<file path="src/sv/ofrp_pkg.sv">
package ofrp_pkg;

	localparam logic [7:0] CH_NL    = 8'd10;
	localparam logic [7:0] CH_SPACE = 8'd32;
	localparam logic [7:0] CH_MINUS = 8'd45;
	localparam logic [7:0] CH_SLASH = 8'd47;
	localparam logic [7:0] CH_ZERO  = 8'd48;
	localparam logic [7:0] CH_NINE  = 8'd57;
	localparam logic [7:0] CH_F     = 8'd102;
	localparam logic [7:0] CH_NUL   = 8'd0;

	typedef enum logic [8:0] {
		PH_LINE_START  = 9'b000000001,
		PH_SKIP        = 9'b000000010,
		PH_COL1        = 9'b000000100,
		PH_COL2        = 9'b000001000,
		PH_CORNER      = 9'b000010000,
		PH_VERT        = 9'b000100000,
		PH_AFTER_SLASH = 9'b001000000,
		PH_TEX         = 9'b010000000,
		PH_NORM        = 9'b100000000
	} ofrp_phase_t;

	typedef struct packed {
		logic       valid;
		logic [7:0] text_byte;
	} ofrp_req_t;

	typedef struct packed {
		logic [31:0] vertex_index;
		logic [31:0] tex_index;
		logic        tex_given;
		logic [31:0] normal_index;
		logic        normal_given;
		logic        line_done;
	} ofrp_rec_t;

endpackage

</file>
<file path="src/sv/ofrp_in_stage.sv">
module ofrp_in_stage
	import ofrp_pkg::*;
(
	input  logic      clk,
	input  logic      arst_n,
	input  logic      s_tvalid,
	output logic      s_tready,
	input  logic [7:0] s_tdata,   // [7:0] text_byte
	input  logic      take,
	output ofrp_req_t req
);

	logic       valid_s1;
	logic [7:0] byte_s1;

	assign s_tready = !valid_s1 || take;

	always_ff @(posedge clk or negedge arst_n) begin
		if (!arst_n) begin
			valid_s1 <= 1'b0;
		end else if (s_tvalid && s_tready) begin
			valid_s1 <= 1'b1;
		end else if (take) begin
			valid_s1 <= 1'b0;
		end
	end

	always_ff @(posedge clk) begin
		if (s_tvalid && s_tready) begin
			byte_s1 <= s_tdata;
		end
	end

	assign req.valid     = valid_s1;
	assign req.text_byte = byte_s1;

endmodule

</file>
<file path="src/sv/ofrp_core.sv">
module ofrp_core
	import ofrp_pkg::*;
(
	input  logic       clk,
	input  logic       arst_n,
	input  logic       step,
	input  logic [7:0] text_byte,
	output logic       emit,
	output ofrp_rec_t  rec
);

	ofrp_phase_t phase_q, phase_n;
	logic [31:0] acc_q, acc_n;
	logic        minus_q, minus_n;
	logic        fstart_q, fstart_n;
	logic [31:0] vhold_q, vhold_n;
	logic [31:0] thold_q, thold_n;
	logic        tflag_q, tflag_n;

	logic [31:0] bval;
	logic [31:0] acc_take;
	logic [31:0] fval;
	logic        ends;
	logic        is_nl;
	logic        lead_minus;
	logic        first_minus;

	assign bval        = {24'd0, text_byte} - {24'd0, CH_ZERO};
	assign acc_take    = (acc_q << 3) + (acc_q << 1) + bval;
	assign fval        = minus_q ? (32'd0 - acc_q) : acc_q;
	assign is_nl       = (text_byte == CH_NL);
	assign ends        = is_nl || (text_byte == CH_SPACE);
	assign lead_minus  = fstart_q && (text_byte == CH_MINUS);
	assign first_minus = (text_byte == CH_MINUS);

	always_comb begin
		phase_n  = phase_q;
		acc_n    = acc_q;
		minus_n  = minus_q;
		fstart_n = fstart_q;
		vhold_n  = vhold_q;
		thold_n  = thold_q;
		tflag_n  = tflag_q;
		emit     = 1'b0;
		rec      = '0;
		rec.line_done = is_nl;
		unique case (phase_q)
			PH_LINE_START: begin
				if (text_byte == CH_F) begin
					phase_n = PH_COL1;
				end else if (!is_nl) begin
					phase_n = PH_SKIP;
				end
			end
			PH_COL1: begin
				phase_n = is_nl ? PH_LINE_START : PH_COL2;
			end
			PH_COL2: begin
				if (text_byte >= CH_ZERO && text_byte <= CH_NINE) begin
					tflag_n  = 1'b0;
					acc_n    = bval;
					minus_n  = 1'b0;
					fstart_n = 1'b0;
					phase_n  = PH_VERT;
				end else begin
					phase_n = is_nl ? PH_LINE_START : PH_SKIP;
				end
			end
			PH_CORNER: begin
				tflag_n = 1'b0;
				if (is_nl) begin
					phase_n = PH_LINE_START;
				end else if (text_byte == CH_NUL) begin
					phase_n = PH_SKIP;
				end else if (text_byte == CH_SPACE) begin
					vhold_n = '0;
					emit    = 1'b1;
				end else if (text_byte == CH_SLASH) begin
					vhold_n = '0;
					phase_n = PH_AFTER_SLASH;
				end else begin
					acc_n    = first_minus ? 32'd0 : bval;
					minus_n  = first_minus;
					fstart_n = 1'b0;
					phase_n  = PH_VERT;
				end
			end
			PH_VERT: begin
				if (ends) begin
					vhold_n = fval;
					emit    = 1'b1;
				end else if (text_byte == CH_SLASH) begin
					vhold_n = fval;
					phase_n = PH_AFTER_SLASH;
				end else begin
					if (lead_minus) begin
						minus_n = 1'b1;
					end else begin
						acc_n = acc_take;
					end
					fstart_n = 1'b0;
				end
			end
			PH_AFTER_SLASH: begin
				if (text_byte == CH_SLASH) begin
					tflag_n  = 1'b0;
					acc_n    = '0;
					minus_n  = 1'b0;
					fstart_n = 1'b1;
					phase_n  = PH_NORM;
				end else if (ends) begin
					emit          = 1'b1;
					rec.tex_given = 1'b1;
				end else begin
					acc_n    = first_minus ? 32'd0 : bval;
					minus_n  = first_minus;
					fstart_n = 1'b0;
					phase_n  = PH_TEX;
				end
			end
			PH_TEX: begin
				if (ends) begin
					emit          = 1'b1;
					rec.tex_given = 1'b1;
					rec.tex_index = fval;
				end else if (text_byte == CH_SLASH) begin
					thold_n  = fval;
					tflag_n  = 1'b1;
					acc_n    = '0;
					minus_n  = 1'b0;
					fstart_n = 1'b1;
					phase_n  = PH_NORM;
				end else begin
					if (lead_minus) begin
						minus_n = 1'b1;
					end else begin
						acc_n = acc_take;
					end
					fstart_n = 1'b0;
				end
			end
			PH_NORM: begin
				if (ends) begin
					emit             = 1'b1;
					rec.tex_given    = tflag_q;
					rec.tex_index    = tflag_q ? thold_q : 32'd0;
					rec.normal_given = 1'b1;
					rec.normal_index = fval;
				end else begin
					if (lead_minus) begin
						minus_n = 1'b1;
					end else begin
						acc_n = acc_take;
					end
					fstart_n = 1'b0;
				end
			end
			default: begin
				phase_n = is_nl ? PH_LINE_START : PH_SKIP;
			end
		endcase
		rec.vertex_index = vhold_n;
		if (emit) begin
			tflag_n = 1'b0;
			phase_n = is_nl ? PH_LINE_START : PH_CORNER;
		end
	end

	always_ff @(posedge clk or negedge arst_n) begin
		if (!arst_n) begin
			phase_q  <= PH_LINE_START;
			acc_q    <= '0;
			minus_q  <= 1'b0;
			fstart_q <= 1'b1;
			vhold_q  <= '0;
			thold_q  <= '0;
			tflag_q  <= 1'b0;
		end else if (step) begin
			phase_q  <= phase_n;
			acc_q    <= acc_n;
			minus_q  <= minus_n;
			fstart_q <= fstart_n;
			vhold_q  <= vhold_n;
			thold_q  <= thold_n;
			tflag_q  <= tflag_n;
		end
	end

`ifndef ASSERT_OFF
	a_emit_phase: assert property (@(posedge clk) disable iff (!arst_n)
		step && emit |-> phase_q == PH_CORNER || phase_q == PH_VERT ||
			phase_q == PH_AFTER_SLASH || phase_q == PH_TEX || phase_q == PH_NORM)
		else $error("record from a phase that cannot end a corner");
	a_line_end: assert property (@(posedge clk) disable iff (!arst_n)
		step && emit && rec.line_done |=> phase_q == PH_LINE_START)
		else $error("newline record did not return to line start");
	a_norm_src: assert property (@(posedge clk) disable iff (!arst_n)
		step && emit && rec.normal_given |-> phase_q == PH_NORM)
		else $error("normal given outside normal field");
	a_hold: assert property (@(posedge clk) disable iff (!arst_n)
		!step |=> $stable(phase_q) && $stable(acc_q) && $stable(vhold_q))
		else $error("parser state moved without a byte");
`endif

endmodule

</file>
<file path="src/sv/ofrp_out_stage.sv">
module ofrp_out_stage
	import ofrp_pkg::*;
(
	input  logic        clk,
	input  logic        arst_n,
	input  logic        load_valid,
	input  ofrp_rec_t   rec,
	output logic        open_slot,
	output logic        m_tvalid,
	input  logic        m_tready,
	output logic [95:0] m_tdata,   // [31:0] vertex_index, [63:32] tex_index, [95:64] normal_index
	output logic [1:0]  m_tuser,   // [0] tex_given, [1] normal_given
	output logic        m_tlast
);

	logic        valid_s2;
	ofrp_rec_t   rec_s2;

	assign open_slot = !valid_s2 || m_tready;

	always_ff @(posedge clk or negedge arst_n) begin
		if (!arst_n) begin
			valid_s2 <= 1'b0;
		end else if (open_slot) begin
			valid_s2 <= load_valid;
		end
	end

	always_ff @(posedge clk) begin
		if (open_slot && load_valid) begin
			rec_s2 <= rec;
		end
	end

	assign m_tvalid = valid_s2;
	assign m_tdata  = {rec_s2.normal_index, rec_s2.tex_index, rec_s2.vertex_index};
	assign m_tuser  = {rec_s2.normal_given, rec_s2.tex_given};
	assign m_tlast  = rec_s2.line_done;

endmodule

</file>
<file path="src/sv/obj_face_record_parser.sv">
// Path: an accepted byte waits in the input register; the corner parser
// decodes it once the output slot is open, and a record that it completes is
// registered in the output register and driven on m_tdata. Throughput:
// one text byte per cycle unless a held record with m_tready low stalls
// the input; the parser registers field accumulator and line phase per byte.
// Reset (arst_n low, asynchronous): clears the input and output valid flags
// and returns the parser to the start of a line with empty fields.
module obj_face_record_parser
	import ofrp_pkg::*;
(
	input  logic        clk,
	input  logic        arst_n,
	input  logic        s_tvalid,
	output logic        s_tready,
	input  logic [7:0]  s_tdata,   // [7:0] text_byte
	output logic        m_tvalid,
	input  logic        m_tready,
	output logic [95:0] m_tdata,   // [31:0] vertex_index, [63:32] tex_index, [95:64] normal_index
	output logic [1:0]  m_tuser,   // [0] tex_given, [1] normal_given
	output logic        m_tlast    // line_done
);

	ofrp_req_t req;
	ofrp_rec_t rec;
	logic      open_slot;
	logic      take;
	logic      emit;

	assign take = req.valid && open_slot;

	ofrp_in_stage u_in (
		.clk      (clk),
		.arst_n   (arst_n),
		.s_tvalid (s_tvalid),
		.s_tready (s_tready),
		.s_tdata  (s_tdata),
		.take     (take),
		.req      (req)
	);

	ofrp_core u_core (
		.clk       (clk),
		.arst_n    (arst_n),
		.step      (take),
		.text_byte (req.text_byte),
		.emit      (emit),
		.rec       (rec)
	);

	ofrp_out_stage u_out (
		.clk        (clk),
		.arst_n     (arst_n),
		.load_valid (take && emit),
		.rec        (rec),
		.open_slot  (open_slot),
		.m_tvalid   (m_tvalid),
		.m_tready   (m_tready),
		.m_tdata    (m_tdata),
		.m_tuser    (m_tuser),
		.m_tlast    (m_tlast)
	);

endmodule
</file>
<file path="config.mk">
export PLATFORM = sky130hd
export DESIGN_NAME = obj_face_record_parser
export DESIGN_NICKNAME = d
export VERILOG_FILES = /design/src/sv/ofrp_pkg.sv /design/src/sv/ofrp_in_stage.sv /design/src/sv/ofrp_core.sv /design/src/sv/ofrp_out_stage.sv /design/src/sv/obj_face_record_parser.sv
export SDC_FILE = /design/constraint.sdc
export NUM_CORES = 1
export LEC_CHECK = 0
export BUFFER_PORTS_ARGS = -buffer_cell sky130_fd_sc_hd__buf_2
export CORE_ASPECT_RATIO = 0.8
export CORE_MARGIN = 5
export CORE_UTILIZATION = 54
export CTS_CLUSTER_DIAMETER = 100
export DETAILED_ROUTE_END_ITERATION = 10
export HOLD_SLACK_MARGIN = 0.12
export PLACE_DENSITY = 0.73
export SYNTH_ARGS = -nofsm -noshare
export SYNTH_HDL_FRONTEND = slang
export SYNTH_SLANG_ARGS = --single-unit
</file>
<file path="constraint.sdc">
create_clock -name clk -period 6.4 [get_ports clk]
set_clock_uncertainty 0.2 [all_clocks]
set_input_delay 0.96 -clock clk [delete_from_list [all_inputs] [get_ports clk]]
set_output_delay 0.96 -clock clk [all_outputs]
set_load 0.05 [all_outputs]
</file>
# Word level (Yosys, flattened, before mapping)
# Index checks and enable logic that the tools add are counted.
# totals
word_cells	161
out_inout_bits	101
regBits	217
input_bits	12
# classes
mux	83
n_reduce_logical	22
n_lt_le_gt_ge	2
n_addsub	4
n_eq_ne	33
n_bitwise	1
# ops
op	count
$mux W32	22
$pmux W32 S6	1
$pmux W32 S2	2
$mux W9	13
$pmux W9 S8	1
$mux W66	1
$add A32 B32 Y32	2
$mux W1	33
$mux W33	1
$sub A1 B32 Y32 const A	1
$eq A8 B6 Y1 const B	3
$ne A2 B2 Y1 const B	9
$ne A3 B2 Y1 const B	4
$pmux W1 S6	2
$reduce_and A12 Y1	1
$eq A9 B1 Y1 const B	1
$eq A9 B3 Y1 const B	1
$eq A9 B4 Y1 const B	1
$eq A9 B5 Y1 const B	1
$eq A9 B6 Y1 const B	1
$eq A9 B7 Y1 const B	1
$eq A9 B8 Y1 const B	1
$eq A9 B9 Y1 const B	1
$ne A3 B3 Y1 const B	3
other kinds (28)	38

# Longest topological paths before layout
# Gate-level depths: netlist (run 1).
# logic_depth
ltp_word	7
mapped_depth	15
ltp_nobuf	15

# Hierarchy
# A second synthesis (run 1) with hierarchy kept.
# unflattened
cells_unflattened	1089
area_unflattened_um2	11762.5
# by_module_without_submodules
module	instances	area_per_inst_um2	seq_area_each_um2	cells_each
ofrp_core	1	8421.8	2705.1	971
ofrp_out_stage	1	3026.7	2997.9	103
ofrp_in_stage	1	301.5	265.3	13
obj_face_record_parser	1	12.5	0.0	2

# Worst setup path before layout (run 1)
# No wires, ideal clock.
# synth_timing
path_kind	flip-flop to flip-flop
from	reg u_in.byte_s1[4]
to	reg u_out.rec_s2, in the netlist u_out.m_tdata[0] (enable)
required_ps	5642
period_less_slack_ps	6505
path_slack_ps	-105
n_path_buf	0
path_stages_with_launch	8
setup_ps	558
t_arrival_ps	5747
cell_sequence	edfxtp_1 > inv_1 > ha_1 > or3b_2 > a21o_1 > a21oi_1 > a21oi_1 > nor2_1
# synth_via
elab_chain_len	7
elab_cells_between_ends	13
cone_classes	eq/ne: 3; mux: 6; reduce/logical: 4
# synth_lines
item	line_no	text
start, declared	ofrp_in_stage.sv:14	logic [7:0] byte_s1;
start signal, assigned	ofrp_in_stage.sv:30	byte_s1 <= s_tdata;
$eq A8 B6 Y1 / $eq A8 B4 Y1 (equally long branches)	ofrp_core.sv:32, ofrp_core.sv:75, ofrp_core.sv:31	
$mux W1 / $logic_or A1 B1 Y1 (equally long branches)	ofrp_core.sv:75, ofrp_core.sv:32	
$mux W1 (on tied branches)	-	
$mux W1 (on tied branches)	ofrp_core.sv:71, ofrp_core.sv:105	
$pmux W1 S3 (*)	ofrp_core.sv:47	unique case (phase_q)
$logic_and A1 B1 Y1 (*)	obj_face_record_parser.sv:53	.load_valid (take && emit),
$logic_and A1 B1 Y1 (*)	ofrp_out_stage.sv:30	if (open_slot && load_valid) begin
end signal, assigned	ofrp_out_stage.sv:31	rec_s2 <= rec;
end, declared	ofrp_out_stage.sv:17	ofrp_rec_t rec_s2;
# Mark *: on every way between the ends. The rest lies on a longest branch, timed or not.
# A chain may end at the register's enable or synchronous reset.

# Final worst setup path (run 1)
# layout_timing
from	reg u_in.byte_s1[4]
to	reg u_core.acc_q[25]
# layout_via
elab_chain_len	7
elab_cells_between_ends	38
cone_classes	add/sub: 2; order compare: 2; eq/ne: 14; mux: 15; reduce/logical: 5
# layout_lines
item	line_no	text
parallel branches: the longest is 7 deep, another holds $add A32 B32 Y32	-	
end signal, assigned	ofrp_core.sv:180	acc_q <= acc_n;
end, declared	ofrp_core.sv:13	logic [31:0] acc_q, acc_n;
# Several ways; the timed one is not identified. The select of a mux whose other input is x is not followed.

==> results of run 1 <==
==> cells in the mapped netlist, drive strengths merged (18+ instances only) <==
| cell type | count | area [um^2] |
|---|---|---|
| inv | 31 | 116.4 |
| o31ai | 18 | 140.1 |
| o21ai | 155 | 828.3 |
| nand2 | 151 | 566.8 |
| a21oi | 92 | 498.0 |
| xnor2 | 23 | 201.4 |
| nor3 | 20 | 115.1 |
| nor2 | 105 | 396.6 |
| clkbuf | 33 | 123.9 |
| edfxtp | 107 | 3213 |
| xor2 | 43 | 384.1 |
| dfrtp | 108 | 2703 |
| fa | 29 | 580.6 |
| ha | 35 | 437.9 |
| buf | 23 | 163.9 |
==> path summary, 6_finish.rpt <==
path | startpoint | to | slack [ns]
worst min-delay path | arst_n | u_in.valid_s1$_DFFE_PN0P_ | 0.26
min in group clk | u_core.vhold_q[11]$_DFFE_PN0P_ | u_core.vhold_q[11]$_DFFE_PN0P_ | 0.28
worst max register to register | u_in.byte_s1[4]$_DFFE_PP_ | u_core.acc_q[25]$_DFFE_PN0P_ | 1.90
worst max-delay path | u_in.byte_s1[4]$_DFFE_PP_ | u_core.acc_q[25]$_DFFE_PN0P_ | 1.90
worst min register to register | u_core.vhold_q[11]$_DFFE_PN0P_ | u_core.vhold_q[11]$_DFFE_PN0P_ | 0.28
max in group asynchronous | arst_n | u_core.vhold_q[11]$_DFFE_PN0P_ | 4.51
==> state kept, by name, indices dropped and copies added (netlist names), 2 cells and up <==
signal	flops
u_in.byte_s1	8
u_core.vhold_q	32
u_core.acc_q	32
u_out.m_tdata	96
u_core.phase_q	9
u_out.m_tuser	2
u_core.thold_q	32
==> per-stage QoR <==
step / worst slack (ns) / std cells
2_1_floorplan: 0.3870 / 1154
3_3_place_gp: 2.029 / 1518
3_5_place_dp: 1.975 / 1518
4_1_cts: 1.956 / 1560
5_1_grt: 1.583 / 1560
6_report: 1.895 / 1560
==> cell type report <==
cell class                 count  area (um^2)  area share, %
sequential                   217         5968          44.41
multi-input combinational    850         5610          41.75
timing repair buffer         120        623.1          4.637
clock buffer                  30        611.8          4.553
tap                          300        375.4          2.793
clock inverter                12        132.6         0.9870
inverter                      31        116.4         0.8659
==> per-layer routing <==
metal	global-route usage [%]	vias to the layer above	share of wire, %
met4	3.785	0	1.6
li1	-	4315	-
met2	32.00	369	42
met1	36.52	4259	49
met5	0	-	0
met3	3.441	37	8.0
==> cell families after synthesis <==
logic type | count (synthesis) | share of synthesized area (%)
compound gates | 344 | 17.86
fa+ha+maj | 64 | 8.515
simple gates | 358 | 13.79
xor+xnor | 66 | 4.895
mux | 18 | 1.674
buf+inv | 87 | 3.379
flops | 217 | 49.90
==> critical path, cell delays in order (launching register included) <==
cell and delay (ns):
edfxtp_1 0.45, ha_1 0.30, nor3_2 0.27, buf_4 0.40
fa_1 0.50, ha_1 0.36, and3_1 0.22, o211ai_1 0.10
a21boi_0 0.15, o31ai_1 0.61, o31ai_1 0.20, a311oi_1 0.34
xor2_1 0.20, o21ai_2 0.06
==> power by group through the flow <==
stage                     clock [uW]  sequential (uW)  combinational [uW]
after floorplan                    0             1490                92.6
after global placement             0             1500                 135
after CTS                       1320             1470                 136
after global routing            1380             1470                 154
after detailed placement           0             1500                 135
final                           1300             1470                 138
==> flow_summary_export.csv, run 1 <==
group,metric,value,unit
status,status,"finished clean",
timing,fin_crit_sh,70.38,%
cells_and_area,fill_cells,1755,
cells_and_area,antenna_cells,0,
clock_network,clkTransAtPathRegs,0.06,ns
floorplan,coreArea,21680,um^2
pwr,leakagePower,0.005846,uW
pwr,p_per_area,216.5,nW/um^2
pwr,pwr-share-comb,4.7,%
worst_hold_path,hold_path_class,"in2async",
pwr,power_frac_clock,44.7,%
cells_and_area,final_common_cell,"nand2_1",
pwr,switching_share,21.92,%
synthesis,async_flop_share,50.69,%
timing,holdWs,0.2554,ns
synthesis,yosysWarningCount,0,
clock_network,clock_latency,0.52,ns
clock_network,cts_made_buffers,23,
floorplan,start_util,55.17,%
clock_network,postCtsHoldBufs,0,
worst_setup_path,end_kind,"register",
detailed_routing,wire_per_inst,17.88,um
timing,finalMaxSlewViolations,0,
timing,finalSetupViolCount,0,
global_routing,grt_pass1_wl,45.94,mm
synthesis,synth-seq-cells,217,
floorplan,pin_count,113,
pwr,total_power,2909,uW
detailed_routing,first_iter_violations,937,
timing,tns,0,ns
clock_network,tritoncts,"built",
place,placed_cell_area,12690,um^2
global_routing,antenna_found_initial,0,
cells_and_area,drive_gt1_share,17.62,%
synthesis,yosysUniqueCellTypes,80,
cells_and_area,area_growth,12.34,%
clock_network,post_cts_buffers,0,
job,drv_cap,0,
synthesis,synth_edf_count,107,
synthesis,ys_seq_area_share,49.90,%
synthesis,syn_avg_cell_area,10.37,um^2
place,io_buffers,112,
floorplan,die_h,143.1,um
timing,slew_headroom,24.83,%
timing,rsz0062_at_grt,"no",
global_routing,grt_max_degree,62,
synthesis,synth_nets,1230,
detailed_routing,wirelength,27.90,mm
pwr,p_sw,637.6,uW
clock_network,clock_sink_count,217,
detailed_routing,drc,0,
detailed_routing,drtAntennaViolNets,0,
global_routing,grt-ovfl-total,0,
cells_and_area,nets,1319,
worst_setup_path,critPathKind,"reg2reg",
worst_setup_path,cp_max_fo,24,
worst_setup_path,arrival,4.68,ns
clock_network,htree_levels,1,
worst_setup_path,reg2reg_depth,13,
pwr,pwr-share-seq,50.5,%
pwr,internal-power,2272,uW
clock_network,cts_max_path_buffers,3,
pwr,peakVddDrop,0.0002033,V
detailed_routing,vias,8980,
timing,tightest_slew,1.125,ns
detailed_routing,first_pass_iters,5,
floorplan,fp-row-count,48,
worst_setup_path,critPathLaunchType,"register",
cells_and_area,fin_util,61.98,%
cells_and_area,fin_area,13440,um^2
timing,period_needed,4.505,ns
synthesis,synthFlopType,"dfrtp_1",
cells_and_area,mostFrequentLayoutCells,"nand2_1 (151), o21ai_0 (120), buf_2 (111)",
clock_network,cts-root-buf,"clkbuf_16",
synthesis,synth_area,11960,um^2
place,dpl.hpwl,20.00,mm
place,place_congestion,0.9170,
floorplan,fp.dieW,176.4,um
global_routing,grt_pass1_vias,8559,
global_routing,track_usage,22.35,%
floorplan,dieArea,25250,um^2
clock_network,cts_resized,0,
synthesis,syn_inst,1154,
detailed_routing,via_per_inst,5.756,
worst_setup_path,required,6.57,ns
timing,max_freq,222.0,MHz
timing,finalHoldViolCount,0,
Note: power is estimated with default switching activity, not from simulation.
==> run 2: changes to the inputs <==
CORE_UTILIZATION = 60   (was 54)
PLACE_DENSITY = 0.77   (was 0.73)
clock period = 4.38 ns   (was 6.4 ns; I/O delays follow)
==> flow_summary_export.csv, run 2 (synthesized netlist as in run 1, its figures left out) <==
group,metric,value,unit
status,status,"finished clean",
cells_and_area,fin_cells,1542,
worst_setup_path,reg2reg_depth,14,
worst_setup_path,cp_max_fo,9,
clock_network,tritoncts,"built",
global_routing,antenna_found_initial,0,
timing,finalMaxSlewViolations,0,
floorplan,die_h,136.3,um
worst_setup_path,end_kind,"register",
clock_network,clock_latency,0.52,ns
timing,fin_crit_sh,91.94,%
place,place_congestion,0.9187,
detailed_routing,wirelength,28.46,mm
timing,period_needed,4.027,ns
cells_and_area,area_growth,13.61,%
timing,tightest_slew,0.9815,ns
floorplan,coreArea,19740,um^2
clock_network,cts-root-buf,"clkbuf_16",
clock_network,clkTransAtPathRegs,0.06,ns
global_routing,grt_max_degree,89,
timing,holdWs,0.07261,ns
pwr,p_per_area,317.3,nW/um^2
floorplan,pin_count,113,
worst_hold_path,hold_path_class,"in2async",
cells_and_area,mostFrequentLayoutCells,"nand2_1 (151), o21ai_0 (120), buf_2 (111)",
worst_setup_path,critPathKind,"reg2reg",
clock_network,cts_max_path_buffers,3,
worst_setup_path,path_cells,"ha_1, nor3_4, buf_12, fa_1, ha_1, a211oi_1, o21ai_0, o2111ai_1, a31oi_1, o31ai_1, o21ai_0, o211ai_1, xor2_1, o21ai_2",
clock_network,htree_levels,1,
worst_setup_path,regToRegStartpoint,"u_in.byte_s1[4]$_DFFE_PP_",
timing,rsz0062_at_grt,"no",
timing,max_freq,248.3,MHz
floorplan,fp-row-count,46,
clock_network,clock_sink_count,217,
job,drv_cap,0,
worst_setup_path,critPathLaunch,"u_in.byte_s1[4]$_DFFE_PP_",
pwr,peakVddDrop,0.0002409,V
detailed_routing,drtAntennaViolNets,0,
place,io_buffers,112,
place,dp.cells,1496,
global_routing,grt_pass1_wl,46.62,mm
clock_network,cts_made_buffers,23,
detailed_routing,via_per_inst,5.968,
detailed_routing,first_iter_violations,985,
worst_setup_path,arrival,4.20,ns
global_routing,grt_pass1_vias,8682,
worst_setup_path,critPathMaxStageDelay,0.45,ns
detailed_routing,vias,9202,
floorplan,dieArea,22880,um^2
worst_setup_path,cp_slowest_cell,"edfxtp_1",
cells_and_area,drive_gt1_share,19.09,%
clock_network,cts_resized,0,
floorplan,start_util,60.59,%
timing,finalSetupViolCount,0,
global_routing,track_usage,24.97,%
cells_and_area,largest_register_ffs,96,
place,dpl.hpwl,20.16,mm
floorplan,fp.dieW,167.9,um
timing,slew_headroom,34.57,%
detailed_routing,drc,0,
cells_and_area,final_common_cell,"nand2_1",
worst_setup_path,critPathLaunchType,"register",
global_routing,grt-ovfl-total,0,
cells_and_area,antenna_cells,0,
detailed_routing,wire_per_inst,18.46,um
pwr,leakagePower,0.005964,uW
worst_setup_path,required,4.55,ns
detailed_routing,first_pass_iters,7,
timing,tns,0,ns
cells_and_area,nets,1337,
timing,finalHoldViolCount,0,
cells_and_area,fin_util,68.84,%
==> run 2: critical path, delay by kind of cell (launching register included) <==
| family | cells | cell delay, ns |
|---|---|---|
| xor gates and xnor gates | 1 | 0.22 |
| and+or+nand+nor | 1 | 0.24 |
| buffers and inverters | 1 | 0.15 |
| AOI/OAI and AO/OA | 8 | 1.51 |
| adders and majority gates | 3 | 1.12 |
| DFF | 1 | 0.45 |
==> run 2: final cells by class <==
class	count	area, um^2
Clock buffer	30	631.9
Clock inverter	12	132.6
Fill cell	1475	6152
Inverter	31	116.4
Multi-Input combinational cell	850	5622
Sequential cell	217	5968
Tap cell	264	330.3
Timing Repair Buffer	138	788.3
==> run 2: stage by stage <==
stage / instance area, um^2 / setup WS, ns / power [uW]
final: 13590 / 0.3531 / 4311
after global placement: 12780 / 0.2744 / 2391
after global routing: 13590 / 0.02545 / 4435
after detailed placement: 12780 / 0.1554 / 2394
after CTS: 13560 / 0.1173 / 4320
after floorplan: 11990 / 0.02287 / 2320
==> run 2: repair_timing <==
| item | CTS | global route |
|---|---|---|
| hold buffers | 2 | 0 |
| hold endpoints to repair | 2 | 0 |
| setup endpoints to repair | 0 | 6 |
| buffers inserted | 0 | 2 |
==> run 2: worst paths after layout <==
check	to	slack, ns
setup reg to reg	u_core.acc_q[30]$_DFFE_PN0P_	0.35
min in group clk	u_in.byte_s1[7]$_DFFE_PP_	0.13
max in group asynchronous	u_core.thold_q[25]$_DFFE_PN0P_	3.01
setup / recovery	u_core.acc_q[30]$_DFFE_PN0P_	0.35
hold reg to reg	u_core.vhold_q[27]$_DFFE_PN0P_	0.29
hold / removal	u_core.phase_q[1]$_DFFE_PN0P_	0.07
==> run 2: power breakdown <==
group	internal, uW	leakage [uW]	total, uW	switching [uW]
Sequential	2130	0.00260	2150	12.1
Combinational	79.9	0.00298	217	138
Clock	1150	0.000384	1950	800
Total	3360	0.00596	4310	949
==> run 2: per-layer routing <==
metal	global-route usage, %	wire (um)
met1	41.05	13570
met2	34.83	11720
met3	4.041	2646
met4	5.228	521
met5	0	0
==> run 3: changes to the inputs <==
BUFFER_PORTS_ARGS = default   (was -buffer_cell sky130_fd_sc_hd__buf_2)
CTS_BUF_LIST = sky130_fd_sc_hd__clkbuf_4   (was default)
DONT_BUFFER_PORTS = 1   (was default)
PLACE_DENSITY = 0.72   (was 0.77)
==> flow_summary_export.csv, run 3 (synthesized netlist as in run 1, its figures left out) <==
group,metric,value,unit
global_routing,grt-ovfl-total,0,
timing,finalMaxSlewViolations,0,
floorplan,fp-row-count,46,
cells_and_area,fill_cells,1524,
clock_network,cts-root-buf,"clkbuf_4",
cells_and_area,largest_register_ffs,96,
clock_network,htree_levels,2,
global_routing,antenna_found_initial,1,
timing,finalHoldViolCount,0,
pwr,p_per_area,312.1,nW/um^2
cells_and_area,fin_area,13060,um^2
floorplan,die_h,136.3,um
worst_setup_path,critPathKind,"reg2reg",
job,drv_cap,0,
detailed_routing,first_pass_iters,7,
timing,fin_crit_sh,94.10,%
pwr,peakVddDrop,0.0001738,V
detailed_routing,wirelength,28.42,mm
detailed_routing,wire_per_inst,19.05,um
floorplan,start_util,60.59,%
global_routing,grt_pass1_vias,8439,
global_routing,track_usage,25.07,%
clock_network,clock_sink_count,217,
clock_network,tritoncts,"built",
worst_hold_path,hold_path_class,"in2reg",
timing,finalSetupViolCount,0,
global_routing,grt_max_degree,111,
cells_and_area,fin_cells,1492,
clock_network,clkTransAtPathRegs,0.07,ns
detailed_routing,vias,8980,
global_routing,grt_pass1_wl,46.22,mm
pwr,leakagePower,0.005517,uW
status,status,"finished clean",
detailed_routing,via_per_inst,6.019,
floorplan,fp.dieW,167.9,um
worst_setup_path,critPathLaunch,"u_in.byte_s1[4]$_DFFE_PP_",
place,place_congestion,0.9404,
place,io_buffers,0,
place,dp.cells,1378,
floorplan,dieArea,22880,um^2
worst_setup_path,end_kind,"register",
cells_and_area,fin_util,66.14,%
clock_network,clock_latency,0.67,ns
floorplan,coreArea,19740,um^2
worst_setup_path,critPathLaunchType,"register",
timing,tns,0,ns
place,dpl.hpwl,19.90,mm
worst_hold_path,min_from,"s_tvalid",
detailed_routing,drc,0,
timing,fin_ws,0.2583,ns
cells_and_area,nets,1260,
floorplan,pin_count,113,
place,dpl_worst_slack,0.1213,ns
cells_and_area,mostFrequentLayoutCells,"nand2_1 (151), o21ai_0 (120), dfrtp_1 (108)",
place,placed_cell_area,12180,um^2
timing,slew_headroom,36.34,%
clock_network,cts_made_buffers,54,
worst_setup_path,cp_max_fo,20,
worst_setup_path,regToRegStartpoint,"u_in.byte_s1[4]$_DFFE_PP_",
cells_and_area,drive_gt1_share,14.26,%
worst_setup_path,required,4.70,ns
worst_setup_path,arrival,4.44,ns
cells_and_area,final_common_cell,"nand2_1",
clock_network,cts_max_path_buffers,3,
detailed_routing,drtAntennaViolNets,0,
cells_and_area,area_growth,9.153,%
timing,max_freq,242.6,MHz
timing,period_needed,4.122,ns
timing,rsz0062_at_grt,"no",
detailed_routing,first_iter_violations,719,
timing,tightest_slew,0.9549,ns
==> run 3: changes by cell type in the layout (fill, tap and decap cells not counted), moves of 4 or more <==
cell / change
buf_4: -8
dlygate4sd3_1: +9
clkbuf_16: -23
clkbuf_4: +80
clkinv_1: +14
clkbuf_1: -4
buf_2: -111
clkinv_2: -5
==> run 3: worst paths after layout <==
path / endpoint / slack, ns / cells past startpoint
max: u_core.acc_q[25]$_DFFE_PN0P_ / 0.26 / 12
min: u_in.byte_s1[0]$_DFFE_PP_ / 0.25 / 1
max reg2reg: u_core.acc_q[25]$_DFFE_PN0P_ / 0.26 / 12
min reg2reg: u_core.vhold_q[19]$_DFFE_PN0P_ / 0.28 / 2
max in group asynchronous: u_core.acc_q[6]$_DFFE_PN0P_ / 3.06 / 2
min in group asynchronous: u_core.thold_q[0]$_DFFE_PN0P_ / 0.46 / 2
==> run 3: layer usage <==
| metal | GRT usage, % | vias up | wire, um |
|---|---|---|---|
| met4 | 5.813 | 0 | 255 |
| met2 | 33.25 | 399 | 11670 |
| met5 | 0 | - | 0 |
| met3 | 5.000 | 28 | 2358 |
| li1 | - | 4235 | - |
| met1 | 41.82 | 4318 | 14140 |
==> run 3: layout make-up <==
cell class	count	area (um^2)	share of cell area, %
diodes	1	2.502	0.01917
clock buffers	80	600.6	4.600
clock inverters	19	110.1	0.8433
inverters	31	116.4	0.8912
multi-input cells	850	5627	43.10
flip-flops and latches	217	5968	45.71
well taps	264	330.3	2.530
repair buffers	30	301.5	2.310
==> run 3: worst max-delay path: stages, from the launching register on <==
cell	delay (ns)
edfxtp_1	0.45
ha_1	0.32
nor3_4	0.37
buf_6	0.30
fa_1	0.47
ha_1	0.39
a21oi_1	0.21
o21ai_0	0.14
o31ai_2	0.39
o31ai_1	0.18
a311oi_1	0.33
xor2_1	0.21
o21ai_2	0.06
==> run 3: repair_timing <==
action | in CTS | in global routing
hold buffers | 12 | 0
endpoints found under the hold margin | 120 | 0
buffers inserted | 0 | 2
setup endpoints to repair | 0 | 8
gates resized for setup | 0 | 3
==> run 3: stage by stage <==
| stage | power (uW) | hold slack, ns |
|---|---|---|
| after floorplan | 2320 | 0.1614 |
| after global placement | 2363 | 0.1635 |
| after detailed placement | 2366 | 0.1632 |
| after CTS | 4101 | 0.2067 |
| after global routing | 4259 | 0.2229 |
| final | 4075 | 0.2457 |
==> run 3: power by group <==
part           switching, uW  total [uW]  internal [uW]
combinational            137         217           80.4
clock                    812        1710            901
sequential              11.5        2150           2130
total                    960        4080           3120
